`src/hw/rtl/sdis_pkg.sv`:
```
// ----------------------------------------------------------------------------
// sdis_pkg
// Types and codes shared by the SD card bring-up and read sequencer.
// ----------------------------------------------------------------------------
package sdis_pkg;

	localparam logic [1:0] FUNC_SWITCH = 2'd0;
	localparam logic [1:0] FUNC_START  = 2'd1;
	localparam logic [1:0] FUNC_DONE   = 2'd2;
	localparam logic [1:0] FUNC_READ   = 2'd3;

	localparam logic [1:0] CFG_RETRY_LIMIT    = 2'd0;
	localparam logic [1:0] CFG_VOLTAGE_WINDOW = 2'd1;
	localparam logic [1:0] CFG_BLOCK_LENGTH   = 2'd2;

	localparam logic [15:0] RETRY_LIMIT_RESET    = 16'd1000;
	localparam logic [23:0] VOLTAGE_WINDOW_RESET = 24'h300000;
	localparam logic [10:0] BLOCK_LENGTH_RESET   = 11'd512;

	localparam logic [2:0] OUT_PENDING     = 3'd0;
	localparam logic [2:0] OUT_INIT_OK     = 3'd1;
	localparam logic [2:0] OUT_INIT_FAILED = 3'd2;
	localparam logic [2:0] OUT_READ_OK     = 3'd3;
	localparam logic [2:0] OUT_READ_ERROR  = 3'd4;
	localparam logic [2:0] OUT_NOT_READY   = 3'd5;

	localparam logic [3:0] RESP_NONE   = 4'd0;
	localparam logic [3:0] RESP_R1     = 4'd1;
	localparam logic [3:0] RESP_R1B    = 4'd2;
	localparam logic [3:0] RESP_R2     = 4'd3;
	localparam logic [3:0] RESP_R3     = 4'd4;
	localparam logic [3:0] RESP_R6     = 4'd5;
	localparam logic [3:0] RESP_R7     = 4'd6;
	localparam logic [3:0] RESP_SINGLE = 4'd7;
	localparam logic [3:0] RESP_MULTI  = 4'd8;

	localparam logic [5:0] CMD_GO_IDLE     = 6'd0;
	localparam logic [5:0] CMD_ALL_CID     = 6'd2;
	localparam logic [5:0] CMD_SEND_RCA    = 6'd3;
	localparam logic [5:0] CMD_SET_BUS     = 6'd6;
	localparam logic [5:0] CMD_SELECT      = 6'd7;
	localparam logic [5:0] CMD_IF_COND     = 6'd8;
	localparam logic [5:0] CMD_GET_CSD     = 6'd9;
	localparam logic [5:0] CMD_BLOCKLEN    = 6'd16;
	localparam logic [5:0] CMD_READ_SINGLE = 6'd17;
	localparam logic [5:0] CMD_READ_MULTI  = 6'd18;
	localparam logic [5:0] CMD_OP_COND     = 6'd41;
	localparam logic [5:0] CMD_APP         = 6'd55;

	localparam logic [31:0] IF_COND_ECHO = 32'h0000_01AA;
	localparam logic [31:0] OCR_READY    = 32'h8000_0000;
	localparam logic [31:0] OP_COND_BITS = 32'h5000_0000;
	localparam logic [31:0] BUS_WIDTH_4  = 32'h0000_0002;

	typedef enum logic [11:0] {
		ST_IDLE   = 12'b0000_0000_0001,
		ST_CMD0   = 12'b0000_0000_0010,
		ST_CMD8   = 12'b0000_0000_0100,
		ST_LOOP55 = 12'b0000_0000_1000,
		ST_ACMD41 = 12'b0000_0001_0000,
		ST_CMD2   = 12'b0000_0010_0000,
		ST_CMD3   = 12'b0000_0100_0000,
		ST_CMD9   = 12'b0000_1000_0000,
		ST_CMD7   = 12'b0001_0000_0000,
		ST_BUS55  = 12'b0010_0000_0000,
		ST_ACMD6  = 12'b0100_0000_0000,
		ST_CMD16  = 12'b1000_0000_0000
	} seq_step_t;

	typedef struct packed {
		logic [1:0]  func;
		logic        card_present;
		logic        cmd_error;
		logic [31:0] response;
		logic [31:0] start_sector;
		logic [15:0] sector_count;
	} req_word_t;

	typedef struct packed {
		logic        issue;
		logic [5:0]  cmd_index;
		logic [31:0] cmd_arg;
		logic [3:0]  resp_kind;
		logic [15:0] block_count;
		logic        fast_clock;
		logic        wide_bus;
		logic        not_initialized;
		logic        no_disk;
		logic [2:0]  outcome;
	} rsp_word_t;

	typedef struct packed {
		logic [15:0] retry_limit;
		logic [23:0] voltage_window;
		logic [10:0] block_length;
	} cfg_regs_t;

	typedef struct packed {
		seq_step_t   step;
		logic [15:0] card_rca;
		logic [15:0] tries_left;
		logic        not_init;
		logic        no_disk;
		logic        read_pending;
	} seq_state_t;

endpackage

```
`src/hw/rtl/sdis_cfg_regs.sv`:
```
// ----------------------------------------------------------------------------
// sdis_cfg_regs
// Configuration registers of the sequencer, written through a plain port.
// ----------------------------------------------------------------------------
module sdis_cfg_regs (
	input  logic                 clk,
	input  logic                 arst_n,
	input  logic                 cfg_we,
	input  logic [1:0]           cfg_index,
	input  logic [23:0]          cfg_data,
	output sdis_pkg::cfg_regs_t  cfg
);

	sdis_pkg::cfg_regs_t cfg_q;

	always_ff @(posedge clk or negedge arst_n) begin
		if (!arst_n) begin
			cfg_q.retry_limit    <= sdis_pkg::RETRY_LIMIT_RESET;
			cfg_q.voltage_window <= sdis_pkg::VOLTAGE_WINDOW_RESET;
			cfg_q.block_length   <= sdis_pkg::BLOCK_LENGTH_RESET;
		end else if (cfg_we) begin
			unique case (cfg_index)
				sdis_pkg::CFG_RETRY_LIMIT:    cfg_q.retry_limit    <= cfg_data[15:0];
				sdis_pkg::CFG_VOLTAGE_WINDOW: cfg_q.voltage_window <= cfg_data;
				sdis_pkg::CFG_BLOCK_LENGTH:   cfg_q.block_length   <= cfg_data[10:0];
				default: begin
				end
			endcase
		end
	end

	assign cfg = cfg_q;

endmodule

```
`src/hw/rtl/sdis_seq_logic.sv`:
```
// ----------------------------------------------------------------------------
// sdis_seq_logic
// Next-state and command decision for one word against the sequencer state.
// ----------------------------------------------------------------------------
module sdis_seq_logic (
	input  sdis_pkg::req_word_t   req_word,
	input  sdis_pkg::seq_state_t  cur,
	input  sdis_pkg::cfg_regs_t   cfg,
	output sdis_pkg::seq_state_t  nxt,
	output sdis_pkg::rsp_word_t   rsp_word
);

	always_comb begin
		logic        busy;
		logic [31:0] rca_arg;
		logic [31:0] window;
		busy    = (cur.step != sdis_pkg::ST_IDLE) || cur.read_pending;
		rca_arg = {cur.card_rca, 16'h0000};
		window  = {8'h00, cfg.voltage_window};
		nxt     = cur;
		rsp_word = '0;

		unique case (req_word.func)
			sdis_pkg::FUNC_SWITCH: begin
				nxt.not_init     = 1'b1;
				nxt.no_disk      = !req_word.card_present;
				nxt.step         = sdis_pkg::ST_IDLE;
				nxt.read_pending = 1'b0;
			end
			sdis_pkg::FUNC_START: begin
				if (busy) begin
					rsp_word.outcome = sdis_pkg::OUT_NOT_READY;
				end else if (!cur.not_init) begin
					rsp_word.outcome = sdis_pkg::OUT_INIT_OK;
				end else if (cur.no_disk) begin
					rsp_word.outcome = sdis_pkg::OUT_INIT_FAILED;
				end else begin
					nxt.card_rca       = '0;
					nxt.tries_left     = '0;
					nxt.step           = sdis_pkg::ST_CMD0;
					rsp_word.issue     = 1'b1;
					rsp_word.cmd_index = sdis_pkg::CMD_GO_IDLE;
					rsp_word.resp_kind = sdis_pkg::RESP_NONE;
				end
			end
			sdis_pkg::FUNC_DONE: begin
				if (cur.read_pending) begin
					nxt.read_pending = 1'b0;
					rsp_word.outcome = req_word.cmd_error ? sdis_pkg::OUT_READ_ERROR
						: sdis_pkg::OUT_READ_OK;
				end else if (cur.step == sdis_pkg::ST_IDLE) begin
					rsp_word.outcome = sdis_pkg::OUT_PENDING;
				end else if (req_word.cmd_error) begin
					nxt.step         = sdis_pkg::ST_IDLE;
					rsp_word.outcome = sdis_pkg::OUT_INIT_FAILED;
				end else begin
					unique case (cur.step)
						sdis_pkg::ST_CMD0: begin
							rsp_word.issue     = 1'b1;
							rsp_word.cmd_index = sdis_pkg::CMD_IF_COND;
							rsp_word.cmd_arg   = sdis_pkg::IF_COND_ECHO;
							rsp_word.resp_kind = sdis_pkg::RESP_R7;
							nxt.step           = sdis_pkg::ST_CMD8;
						end
						sdis_pkg::ST_CMD8: begin
							if (req_word.response != sdis_pkg::IF_COND_ECHO) begin
								nxt.step         = sdis_pkg::ST_IDLE;
								rsp_word.outcome = sdis_pkg::OUT_INIT_FAILED;
							end else begin
								nxt.tries_left     = cfg.retry_limit;
								rsp_word.issue     = 1'b1;
								rsp_word.cmd_index = sdis_pkg::CMD_APP;
								rsp_word.cmd_arg   = rca_arg;
								rsp_word.resp_kind = sdis_pkg::RESP_R1;
								nxt.step           = sdis_pkg::ST_LOOP55;
							end
						end
						sdis_pkg::ST_LOOP55: begin
							rsp_word.issue     = 1'b1;
							rsp_word.cmd_index = sdis_pkg::CMD_OP_COND;
							rsp_word.cmd_arg   = sdis_pkg::OP_COND_BITS | window;
							rsp_word.resp_kind = sdis_pkg::RESP_R3;
							nxt.step           = sdis_pkg::ST_ACMD41;
						end
						sdis_pkg::ST_ACMD41: begin
							if ((req_word.response & window) == 32'h0) begin
								nxt.step         = sdis_pkg::ST_IDLE;
								rsp_word.outcome = sdis_pkg::OUT_INIT_FAILED;
							end else if (((req_word.response & sdis_pkg::OCR_READY) != 32'h0)
								|| (cur.tries_left <= 16'd1)) begin
								nxt.tries_left     = '0;
								rsp_word.issue     = 1'b1;
								rsp_word.cmd_index = sdis_pkg::CMD_ALL_CID;
								rsp_word.resp_kind = sdis_pkg::RESP_R2;
								nxt.step           = sdis_pkg::ST_CMD2;
							end else begin
								nxt.tries_left     = cur.tries_left - 16'd1;
								rsp_word.issue     = 1'b1;
								rsp_word.cmd_index = sdis_pkg::CMD_APP;
								rsp_word.cmd_arg   = rca_arg;
								rsp_word.resp_kind = sdis_pkg::RESP_R1;
								nxt.step           = sdis_pkg::ST_LOOP55;
							end
						end
						sdis_pkg::ST_CMD2: begin
							rsp_word.issue     = 1'b1;
							rsp_word.cmd_index = sdis_pkg::CMD_SEND_RCA;
							rsp_word.resp_kind = sdis_pkg::RESP_R6;
							nxt.step           = sdis_pkg::ST_CMD3;
						end
						sdis_pkg::ST_CMD3: begin
							nxt.card_rca       = req_word.response[31:16];
							rsp_word.issue     = 1'b1;
							rsp_word.cmd_index = sdis_pkg::CMD_GET_CSD;
							rsp_word.cmd_arg   = {req_word.response[31:16], 16'h0000};
							rsp_word.resp_kind = sdis_pkg::RESP_R2;
							nxt.step           = sdis_pkg::ST_CMD9;
						end
						sdis_pkg::ST_CMD9: begin
							rsp_word.fast_clock = 1'b1;
							rsp_word.issue      = 1'b1;
							rsp_word.cmd_index  = sdis_pkg::CMD_SELECT;
							rsp_word.cmd_arg    = rca_arg;
							rsp_word.resp_kind  = sdis_pkg::RESP_R1B;
							nxt.step            = sdis_pkg::ST_CMD7;
						end
						sdis_pkg::ST_CMD7: begin
							rsp_word.issue     = 1'b1;
							rsp_word.cmd_index = sdis_pkg::CMD_APP;
							rsp_word.cmd_arg   = rca_arg;
							rsp_word.resp_kind = sdis_pkg::RESP_R1;
							nxt.step           = sdis_pkg::ST_BUS55;
						end
						sdis_pkg::ST_BUS55: begin
							rsp_word.issue     = 1'b1;
							rsp_word.cmd_index = sdis_pkg::CMD_SET_BUS;
							rsp_word.cmd_arg   = sdis_pkg::BUS_WIDTH_4;
							rsp_word.resp_kind = sdis_pkg::RESP_R1;
							nxt.step           = sdis_pkg::ST_ACMD6;
						end
						sdis_pkg::ST_ACMD6: begin
							rsp_word.wide_bus  = 1'b1;
							rsp_word.issue     = 1'b1;
							rsp_word.cmd_index = sdis_pkg::CMD_BLOCKLEN;
							rsp_word.cmd_arg   = {21'h0, cfg.block_length};
							rsp_word.resp_kind = sdis_pkg::RESP_R1;
							nxt.step           = sdis_pkg::ST_CMD16;
						end
						default: begin
							nxt.not_init     = 1'b0;
							nxt.no_disk      = 1'b0;
							nxt.step         = sdis_pkg::ST_IDLE;
							rsp_word.outcome = sdis_pkg::OUT_INIT_OK;
						end
					endcase
				end
			end
			default: begin
				if (busy || cur.not_init) begin
					rsp_word.outcome = sdis_pkg::OUT_NOT_READY;
				end else if (req_word.sector_count == 16'd0) begin
					rsp_word.outcome = sdis_pkg::OUT_READ_ERROR;
				end else begin
					rsp_word.issue   = 1'b1;
					rsp_word.cmd_arg = req_word.start_sector;
					if (req_word.sector_count == 16'd1) begin
						rsp_word.cmd_index = sdis_pkg::CMD_READ_SINGLE;
						rsp_word.resp_kind = sdis_pkg::RESP_SINGLE;
					end else begin
						rsp_word.cmd_index   = sdis_pkg::CMD_READ_MULTI;
						rsp_word.resp_kind   = sdis_pkg::RESP_MULTI;
						rsp_word.block_count = req_word.sector_count;
					end
					nxt.step         = sdis_pkg::ST_IDLE;
					nxt.read_pending = 1'b1;
				end
			end
		endcase

		rsp_word.not_initialized = nxt.not_init;
		rsp_word.no_disk         = nxt.no_disk;
	end

endmodule

```
`src/hw/rtl/sd_card_init_and_read_sequencer_unit.sv`:
```
// ----------------------------------------------------------------------------
// sd_card_init_and_read_sequencer_unit
// Host-side SD card bring-up and block-read command sequencer.
// ----------------------------------------------------------------------------
// Each request word on req is an event: a card switch change, a start of
// bring-up, the completion of the last command, or a read request. For every
// request word exactly one response word leaves on rsp, telling whether a
// command goes out now, with its index, argument and response kind, the
// clock and bus pulses, the disk flags and the outcome.
// A request word is registered in the input register, decided against the
// sequencer state and placed in the output register, which drives rsp.
// One word is taken per cycle while req_stall is low; the input register
// and the output register each hold one word, so while rsp is stalled one
// more word is accepted and then req_stall rises until the output register
// is taken.
// Reset empties both registers, returns the sequencer to idle with the
// not-initialized and no-disk flags set and loads the register defaults.
// Configuration is written on cfg_we with cfg_index and cfg_data.
// ----------------------------------------------------------------------------
module sd_card_init_and_read_sequencer_unit (
	input  logic                 clk,
	input  logic                 arst_n,
	input  logic                 req_valid,
	output logic                 req_stall,
	input  sdis_pkg::req_word_t  req,
	output logic                 rsp_valid,
	input  logic                 rsp_stall,
	output sdis_pkg::rsp_word_t  rsp,
	input  logic                 cfg_we,
	input  logic [1:0]           cfg_index,
	input  logic [23:0]          cfg_data
);

	sdis_pkg::cfg_regs_t  cfg;
	sdis_pkg::seq_state_t state_q;
	sdis_pkg::seq_state_t state_nxt;
	sdis_pkg::req_word_t  req_s1;
	sdis_pkg::rsp_word_t  rsp_nxt;
	sdis_pkg::rsp_word_t  rsp_s2;
	logic                 valid_s1;
	logic                 valid_s2;
	logic                 advance;

	sdis_cfg_regs u_cfg (
		.clk       (clk),
		.arst_n    (arst_n),
		.cfg_we    (cfg_we),
		.cfg_index (cfg_index),
		.cfg_data  (cfg_data),
		.cfg       (cfg)
	);

	sdis_seq_logic u_logic (
		.req_word (req_s1),
		.cur      (state_q),
		.cfg      (cfg),
		.nxt      (state_nxt),
		.rsp_word (rsp_nxt)
	);

	assign advance   = valid_s1 && (!valid_s2 || !rsp_stall);
	assign req_stall = valid_s1 && !advance;

	always_ff @(posedge clk or negedge arst_n) begin
		if (!arst_n) begin
			valid_s1 <= 1'b0;
			valid_s2 <= 1'b0;
			state_q.step         <= sdis_pkg::ST_IDLE;
			state_q.card_rca     <= '0;
			state_q.tries_left   <= '0;
			state_q.not_init     <= 1'b1;
			state_q.no_disk      <= 1'b1;
			state_q.read_pending <= 1'b0;
		end else begin
			if (!req_stall) begin
				valid_s1 <= req_valid;
			end
			if (advance) begin
				valid_s2 <= 1'b1;
				state_q  <= state_nxt;
			end else if (!rsp_stall) begin
				valid_s2 <= 1'b0;
			end
		end
	end

	always_ff @(posedge clk) begin
		if (!req_stall && req_valid) begin
			req_s1 <= req;
		end
		if (advance) begin
			rsp_s2 <= rsp_nxt;
		end
	end

	assign rsp_valid = valid_s2;
	assign rsp       = rsp_s2;

endmodule
```
`config.mk`:
```
export PLATFORM = sky130hd
export DESIGN_NAME = sd_card_init_and_read_sequencer_unit
export DESIGN_NICKNAME = d
export VERILOG_FILES = /design/src/hw/rtl/sdis_pkg.sv /design/src/hw/rtl/sdis_cfg_regs.sv /design/src/hw/rtl/sdis_seq_logic.sv /design/src/hw/rtl/sd_card_init_and_read_sequencer_unit.sv
export SDC_FILE = /design/constraint.sdc
export NUM_CORES = 1
export LEC_CHECK = 0
export BUFFER_PORTS_ARGS = -buffer_cell sky130_fd_sc_hd__buf_2
export CORE_MARGIN = 5
export CORE_UTILIZATION = 45
export CTS_BUF_LIST = sky130_fd_sc_hd__clkbuf_8
export DETAILED_ROUTE_END_ITERATION = 10
export GPL_TIMING_DRIVEN = 0
export PLACE_DENSITY = 0.66
export SYNTH_ARGS = -nofsm -noshare
export SYNTH_HDL_FRONTEND = slang
export SYNTH_SLANG_ARGS = --single-unit
```
`constraint.sdc`:
```
create_clock -name clk -period 4.9 [get_ports clk]
set_input_delay 0.98 -clock clk [delete_from_list [all_inputs] [get_ports clk]]
set_output_delay 0.98 -clock clk [all_outputs]
set_load 0.02 [all_outputs]
```
== Yosys cells after proc, flatten, opt, wreduce, memory -nomap -nowiden ==
Cells that the tools add are included.
Word-level totals
  bits in registers: 250
  logic and storage cells: 161
  input port bits: 115
  output and inout port bits: 68
Cells by class
  multiplexer cells: 64
  add/subtract/negate cells: 1
  $lt $le $gt $ge: 1
  reduce and logical (&&, ||, !) cells: 32
  bitwise operators: 3
  eq/ne operators: 33
Operator list (number)
  $pmux 32 s8: 1
  $mux 43: 5
  $mux 44: 3
  $pmux 32 s2: 2
  $pmux 12 s10: 1
  $mux 59: 2
  $mux 46: 2
  $mux 16: 5
  $pmux 7 s10: 1
  $mux 12: 4
  $pmux 12 s3: 1
  $mux 34: 1
  $and 32x24->32: 1
  $logic_not 32->1: 1
  $mux 32: 1
  $ne 32x9->1 const B: 1
  $pmux 16 s2: 1
  $pmux 4 s8: 1
  $mux 3: 8
  $mux 7: 3
  $pmux 7 s3: 1
  $ne 2x2->1 const B: 9
  $pmux 3 s3: 2
  $eq 16x1->1 const B: 1
  44 further kinds: 76

== Longest topological paths before layout ==
Gate-level depths: netlist (run 1).
  word-level depth: 9
  mapped depth: 10
  mapped depth without buffers: 9

== By module ==
From an unflattened synthesis (run 1), not the netlist that was laid out.
Unflattened totals
  cells, all modules: 877
  area total of the unflattened synthesis: 11668.7 µm²
Modules (own cells, without submodules)
  sd_card_init_and_read_sequencer_unit: times used 1, cells an instance 257, area an instance 6441.2 µm², seq. area each 5734.2 µm²
  sdis_seq_logic: times used 1, cells an instance 511, area an instance 3284.4 µm², seq. area each 0.0 µm²
  sdis_cfg_regs: times used 1, cells an instance 109, area an instance 1943.1 µm², seq. area each 1287.5 µm²

== Least setup slack after synthesis (run 1) ==
OpenSTA, ideal clock, no wires.
  path type: input to register
  from: input rsp_stall
  to: register req_s1[0] (netlist name), enable pin
  path buffers: 0
  stages on the path: 2
  setup time: 0.452 ns
  data arrival time: 3.058 ns
  data required time: 4.448 ns
  setup slack: 1.390 ns
  path through: nand3_1 and2_1
On the way
  word-level cells in the longest chain between the ends: 7
RTL lines
  start: declaration: RTL line sd_card_init_and_read_sequencer_unit.sv:27  | input logic rsp_stall,
  $logic_not 1->1
  $logic_or 1x1->1: RTL line sd_card_init_and_read_sequencer_unit.sv:61  | assign advance = valid_s1 && (!valid_s2 || !rsp_stall);
  $logic_and 1x1->1: RTL line sd_card_init_and_read_sequencer_unit.sv:61
  $logic_not 1->1: RTL line sd_card_init_and_read_sequencer_unit.sv:62  | assign req_stall = valid_s1 && !advance;
  $logic_and 1x1->1: RTL line sd_card_init_and_read_sequencer_unit.sv:62
  $logic_not 1->1: RTL line sd_card_init_and_read_sequencer_unit.sv:88  | if (!req_stall && req_valid) begin
  $logic_and 1x1->1: RTL line sd_card_init_and_read_sequencer_unit.sv:88
  end signal: assignment: RTL line sd_card_init_and_read_sequencer_unit.sv:89  | req_s1 <= req;
  end: declaration: RTL line sd_card_init_and_read_sequencer_unit.sv:37  | sdis_pkg::req_word_t req_s1;
No other way between the ends.
A chain may end at the register's enable or synchronous reset.

==> results of run 1 <==
registers in the layout, indices dropped and copies added (netlist names):
name and cells:
rsp 66, state_q 47, req_s1 84, valid_s1 1, u_cfg.cfg 51, rsp_valid 1
per-layer routing:
layer | part of all wire, % | vias up | routed length (um)
li1 | - | 3545 | -
met1 | 44 | 3712 | 12300
met2 | 46 | 325 | 13000
met3 | 7.8 | 44 | 2180
met4 | 2.1 | 0 | 599
met5 | 0 | - | 0
placed cells by master, fill, tap and decap left out, types with 11 or more instances in the layout:
cell type and count:
clkbuf_1 25, o21ai_1 26, a21oi_1 11, a22o_1 27, nor3_1 12, o21ai_0 36, inv_1 48, buf_2 188
and2_1 20, nor4_1 18, nand2_1 66, clkbuf_8 45, nand4_1 11, edfxtp_1 150, a22oi_1 20, nor2_1 31
dfrtp_1 88, dfstp_2 12, nand3_1 32, mux2_2 51
final cells by class:
class / count / share of cell area [%]
inverters: 28 / 0.834
clock buffers: 45 / 4.80
repair buffers: 184 / 7.50
clock inverters: 33 / 1.31
multi-input cells: 491 / 26.6
plain buffers: 38 / 1.44
diodes: 1 / 0.0194
well taps: 319 / 3.09
flip-flops and latches: 250 / 54.4
cells by family after synthesis:
logic type               after synthesis  synth area share [%]
flip-flops                           250                  65.4
adder cells (fa/ha/maj)                6                 0.699
AND/OR/NAND/NOR                      248                  13.0
AO/OA/AOI/OAI                        173                  11.8
multiplexers                          52                  5.44
buffers and inverters                 66                  2.71
XOR/XNOR                              12                 0.978
where the power goes:
group	switching, mW	internal [mW]
logic	0.462	0.305
registers	0.154	2.50
clock network	0.818	0.905
total	1.43	3.71
worst max-delay path by stage:
stage                     cells past startpoint                   end                  from
after floorplan                               2   req_s1[0]$_DFFE_PP_             rsp_stall
after global placement                        3  req_s1[26]$_DFFE_PP_             rsp_stall
after detailed placement                     10     rsp[31]$_DFFE_PP_  req_s1[82]$_DFFE_PP_
after CTS                                    10     rsp[31]$_DFFE_PP_  req_s1[82]$_DFFE_PP_
after global routing                         10     rsp[31]$_DFFE_PP_  req_s1[82]$_DFFE_PP_
final                                        10     rsp[31]$_DFFE_PP_  req_s1[82]$_DFFE_PP_
==> impl_metrics.ini, run 1 <==
[status]
status = completed

[placement]
pre_cts_ws_ns = 0.929
post_dp_cell_area_um2 = 12100
io_buffers = 182
placedCellCount = 1310
hpwlAfterDp_um = 20100
gp_congestion = 0.887

[yosys]
yosysWarningCount = 0
synth.distinct_cells = 74
async_flop_share_pct = 40.0
synthesis.nets = 928
yosysTopAreaCell = edfxtp_1
syn_area_per_cell_um2 = 13.3
synth_top_area_share_pct = 41.9
synth-edff-count = 150
synthesis.area_um2 = 10700
syn_inst = 807
ys.flop_type = edfxtp_1
synth_common_cells = edfxtp_1, dfrtp_1, nand2_1
synth.most_common_cell = edfxtp_1
postSynthRegisterBits = 250
yosys-top-cells-area = edfxtp_1, dfrtp_1, mux2_2, dfstp_2, nand2_1
seq_area_frac_synth_pct = 65.4

[floorplanning]
die_w_um = 165
die_h_um = 165
core-area_um2 = 23500
row_count = 56
ios = 183
initial_core_util_pct = 45.8
dieArea_um2 = 27100

[routing]
drcViolationCount = 0
routed_wl_um = 28000
dr.pass1.iters = 5
via_per_inst = 5.49
wire_per_inst_um = 20.2
num_vias = 7626
final_antenna_net_count = 0
first_iter_violations = 685

[layout]
multi_input_area_um2 = 3430
postLayoutCellArea_um2 = 12900
regArea_um2 = 7020
n_fill_cell = 2033
fin_util_pct = 55.0
nNetsFinal = 1157
areaGrowthSynthToFinish_pct = 20.1
drive_above_1_share_pct = 31.7
final-instance-count-excl-fill = 1389

[critical_path]
cp_max_fo = 10
cp_top_family = simple AND/OR/NAND/NOR gates
worst_setup_path_start_kind = flop
crit_path_cell_trace = inv_1, ha_1, clkbuf_1, inv_1, a311oi_1, nand2b_1, nor2_1, nand2_2, clkbuf_1, o21ai_0
endpoint_kind = flop
r2r_cells = 10
reg2reg_to = rsp[31]$_DFFE_PP_
worst-path-buf-inv = 4
timing.rr.start = req_s1[82]$_DFFE_PP_
worstPathRequired_ns = 5.23
regToRegSetupSlack_ns = 0.89
crit_type = reg2reg
max_stage_delay_ns = 0.63
slowest_stage = a311oi_1
cp_data_arrival_time_ns = 4.33

[power_and_ir_drop]
ir_drop_mv = 0.224
p_total_mw = 5.15
p_per_area_nw_per_um2 = 399
p_leak_nw = 5.30

[timing]
rsz0062_at_grt = no
relSlewSlack_pct = 25.1
layout_setup_ws_ns = 0.895
fmax_mhz = 250
period_share_pct = 81.7
period_minus_slack_ns = 4.01
final.setup.tns_ns = 0
fin_skew_ns = 0.0220
hold_violations = 0
final_max_slew_viol_count = 0
whs_ns = 0.440
tightestPinTransition_ns = 1.11
finalSetupViolations = 0

[cts]
cts_sinks = 250
cts_htree_levels = 2
cts_buffers = 43
cts_tree = built
holdBufCountCts = 0
clkTransAtPathRegs_ns = 0.06
clk_path_buf_depth = 3
clock_latency_ns = 0.55
post-cts-setup-buffers = 0
clockRootBuffer = clkbuf_8
cts_resized = 0

[global_routing]
globalRouteMet1Util_pct = 29.3
grt.met3_usage_pct = 3.87
grt_max_degree = 67
grt_most_used_layer = met2
antenna_found_initial = 0
met2_usage_pct = 32.5
gr-usage-all-layers_pct = 20.6
grt_first_pass_wirelength_um = 42600
grt-ovfl-total = 0
grt_pass1_vias = 7448

[min_path]
hp-class = in2async

[flow_run]
cap_viol_max_count = 0
Power figures use the tool's default switching activity.
==> inputs of run 2 (changes only) <==
Clock period 4.9 ns to 3.7 ns, I/O delays scaled along.
==> run 2 against run 1 <==
  * Combinational power rose by 33%
  * Final cell count did not move
  * Sequential share of layout area fell by 0.13 points
  * Largest power group unchanged
==> impl_metrics.ini, run 2 (same netlist as run 1, synthesis figures left out) <==
[timing]
finalSetupViolations = 0
period_minus_slack_ns = 3.45
tightestPinTransition_ns = 1.05
period_share_pct = 93.2
hold_violations = 0
whs_ns = 0.204
fin_skew_ns = 0.0248
rsz0062_at_grt = no
final_max_slew_viol_count = 0
relSlewSlack_pct = 29.1
fmax_mhz = 290

[layout]
drive_above_1_share_pct = 32.0
n_fill_cell = 2027
largest_register = req_s1
areaGrowthSynthToFinish_pct = 20.4
layout_common_cells = buf_2, edfxtp_1, dfrtp_1
mostFrequentLayoutCell = buf_2
final-instance-count-excl-fill = 1389
multi_input_area_um2 = 3460
largest_reg_flops = 84
nNetsFinal = 1157
regArea_um2 = 7020

[floorplanning]
row_count = 56
core-area_um2 = 23500
ios = 183
dieArea_um2 = 27100
die_h_um = 165
initial_core_util_pct = 45.8
die_w_um = 165

[placement]
hpwlAfterDp_um = 20100
gp_congestion = 0.887
placedCellCount = 1310
io_buffers = 182

[routing]
drcViolationCount = 0
dr.pass1.iters = 6
via_per_inst = 5.45
routed_wl_um = 28000
wire_per_inst_um = 20.1
num_vias = 7575
first_iter_violations = 676
final_antenna_net_count = 0

[critical_path]
endpoint_kind = flop
worstPathRequired_ns = 4.02
cp_data_arrival_time_ns = 3.77
crit_type = reg2reg
worst_setup_path_start_kind = flop
cp_max_fo = 10

[cts]
cts_sinks = 250
cts_htree_levels = 2
clk_path_buf_depth = 3
cts_tree = built
clockRootBuffer = clkbuf_8
clock_latency_ns = 0.54
clkTransAtPathRegs_ns = 0.06
cts_buffers = 43

[global_routing]
antenna_found_initial = 0
grt_first_pass_wirelength_um = 42700
gr-usage-all-layers_pct = 20.6
grt_max_degree = 67
grt-ovfl-total = 0
grt_pass1_vias = 7468

[min_path]
hp-class = in2async

[power_and_ir_drop]
p_per_area_nw_per_um2 = 527
p_leak_nw = 5.30
ir_drop_mv = 0.299

[status]
status = completed

[flow_run]
cap_viol_max_count = 0
[run 2: cell counts in the layout (fill, tap and decap cells not counted)]
No cell type changed its count.
[run 2: final timing paths]
kind / to / slack, ns / start / cells past startpoint
setup reg to reg: rsp[31]$_DFFE_PP_ / 0.25 / req_s1[82]$_DFFE_PP_ / 10
max in group asynchronous: u_cfg.cfg[31]$_DFFE_PN1P_ / 2.73 / arst_n / 2
hold reg to reg: state_q[8]$_DFFE_PN0P_ / 0.51 / state_q[8]$_DFFE_PN0P_ / 1
setup / recovery: rsp[31]$_DFFE_PP_ / 0.25 / req_s1[82]$_DFFE_PP_ / 10
min in group clk: req_s1[32]$_DFFE_PP_ / 0.37 / req[32] / 1
hold / removal: state_q[36]$_DFFE_PN0P_ / 0.20 / arst_n / 1
[run 2: cell type report]
class	count	area share, %
diodes	1	0.0193
plain buffers	38	1.44
clock buffers	45	4.79
clock inverters	33	1.31
inverters	28	0.832
multi-input cells	491	26.8
flip-flops and latches	250	54.3
well taps	319	3.09
repair buffers	184	7.49
[run 2: critical path: stages, from the launching register on]
cell      delay (ns)
edfxtp_1        0.44
inv_1           0.11
ha_1            0.15
clkbuf_1        0.34
inv_1           0.27
a311oi_4        0.43
nand2b_1        0.28
nor2_4          0.29
nand2_2         0.17
clkbuf_1        0.35
o21ai_0         0.41
[run 2: through the flow]
stage          util, %  setup TNS, ns  cell area (um^2)  power (mW)  setup WS (ns)
6_report          55.1              0             12900        6.82          0.253
5_1_grt           55.1              0             12900        7.16         0.0932
4_1_cts           55.0              0             12900        6.86          0.149
3_5_place_dp      51.6          -1.03             12100        4.58         -0.271
3_3_place_gp      51.3         -44.28             12100        4.56         -0.535
2_1_floorplan        -              0             10700        4.18          0.430
[run 2: per-layer routing]
layer  global-route usage (%)  routed length [um]  part of all wire [%]
met1                     29.3               12300                    44
met2                     32.5               13000                    47
met3                     3.87                2050                   7.3
met4                     6.01                 595                   2.1
met5                        0                   0                     0
[run 2: power by group]
group | switching, mW | total, mW | internal [mW]
combinational | 0.615 | 1.02 | 0.409
sequential | 0.207 | 3.52 | 3.31
clock | 1.08 | 2.28 | 1.20
total | 1.90 | 6.82 | 4.92
[run 2: what timing repair did]
item                                    CTS  global route
resized for setup                         2             3
hold buffers                              0             0
buffers inserted                          0             0
endpoints found under the setup margin   22             7
endpoints found under the hold margin     0             0
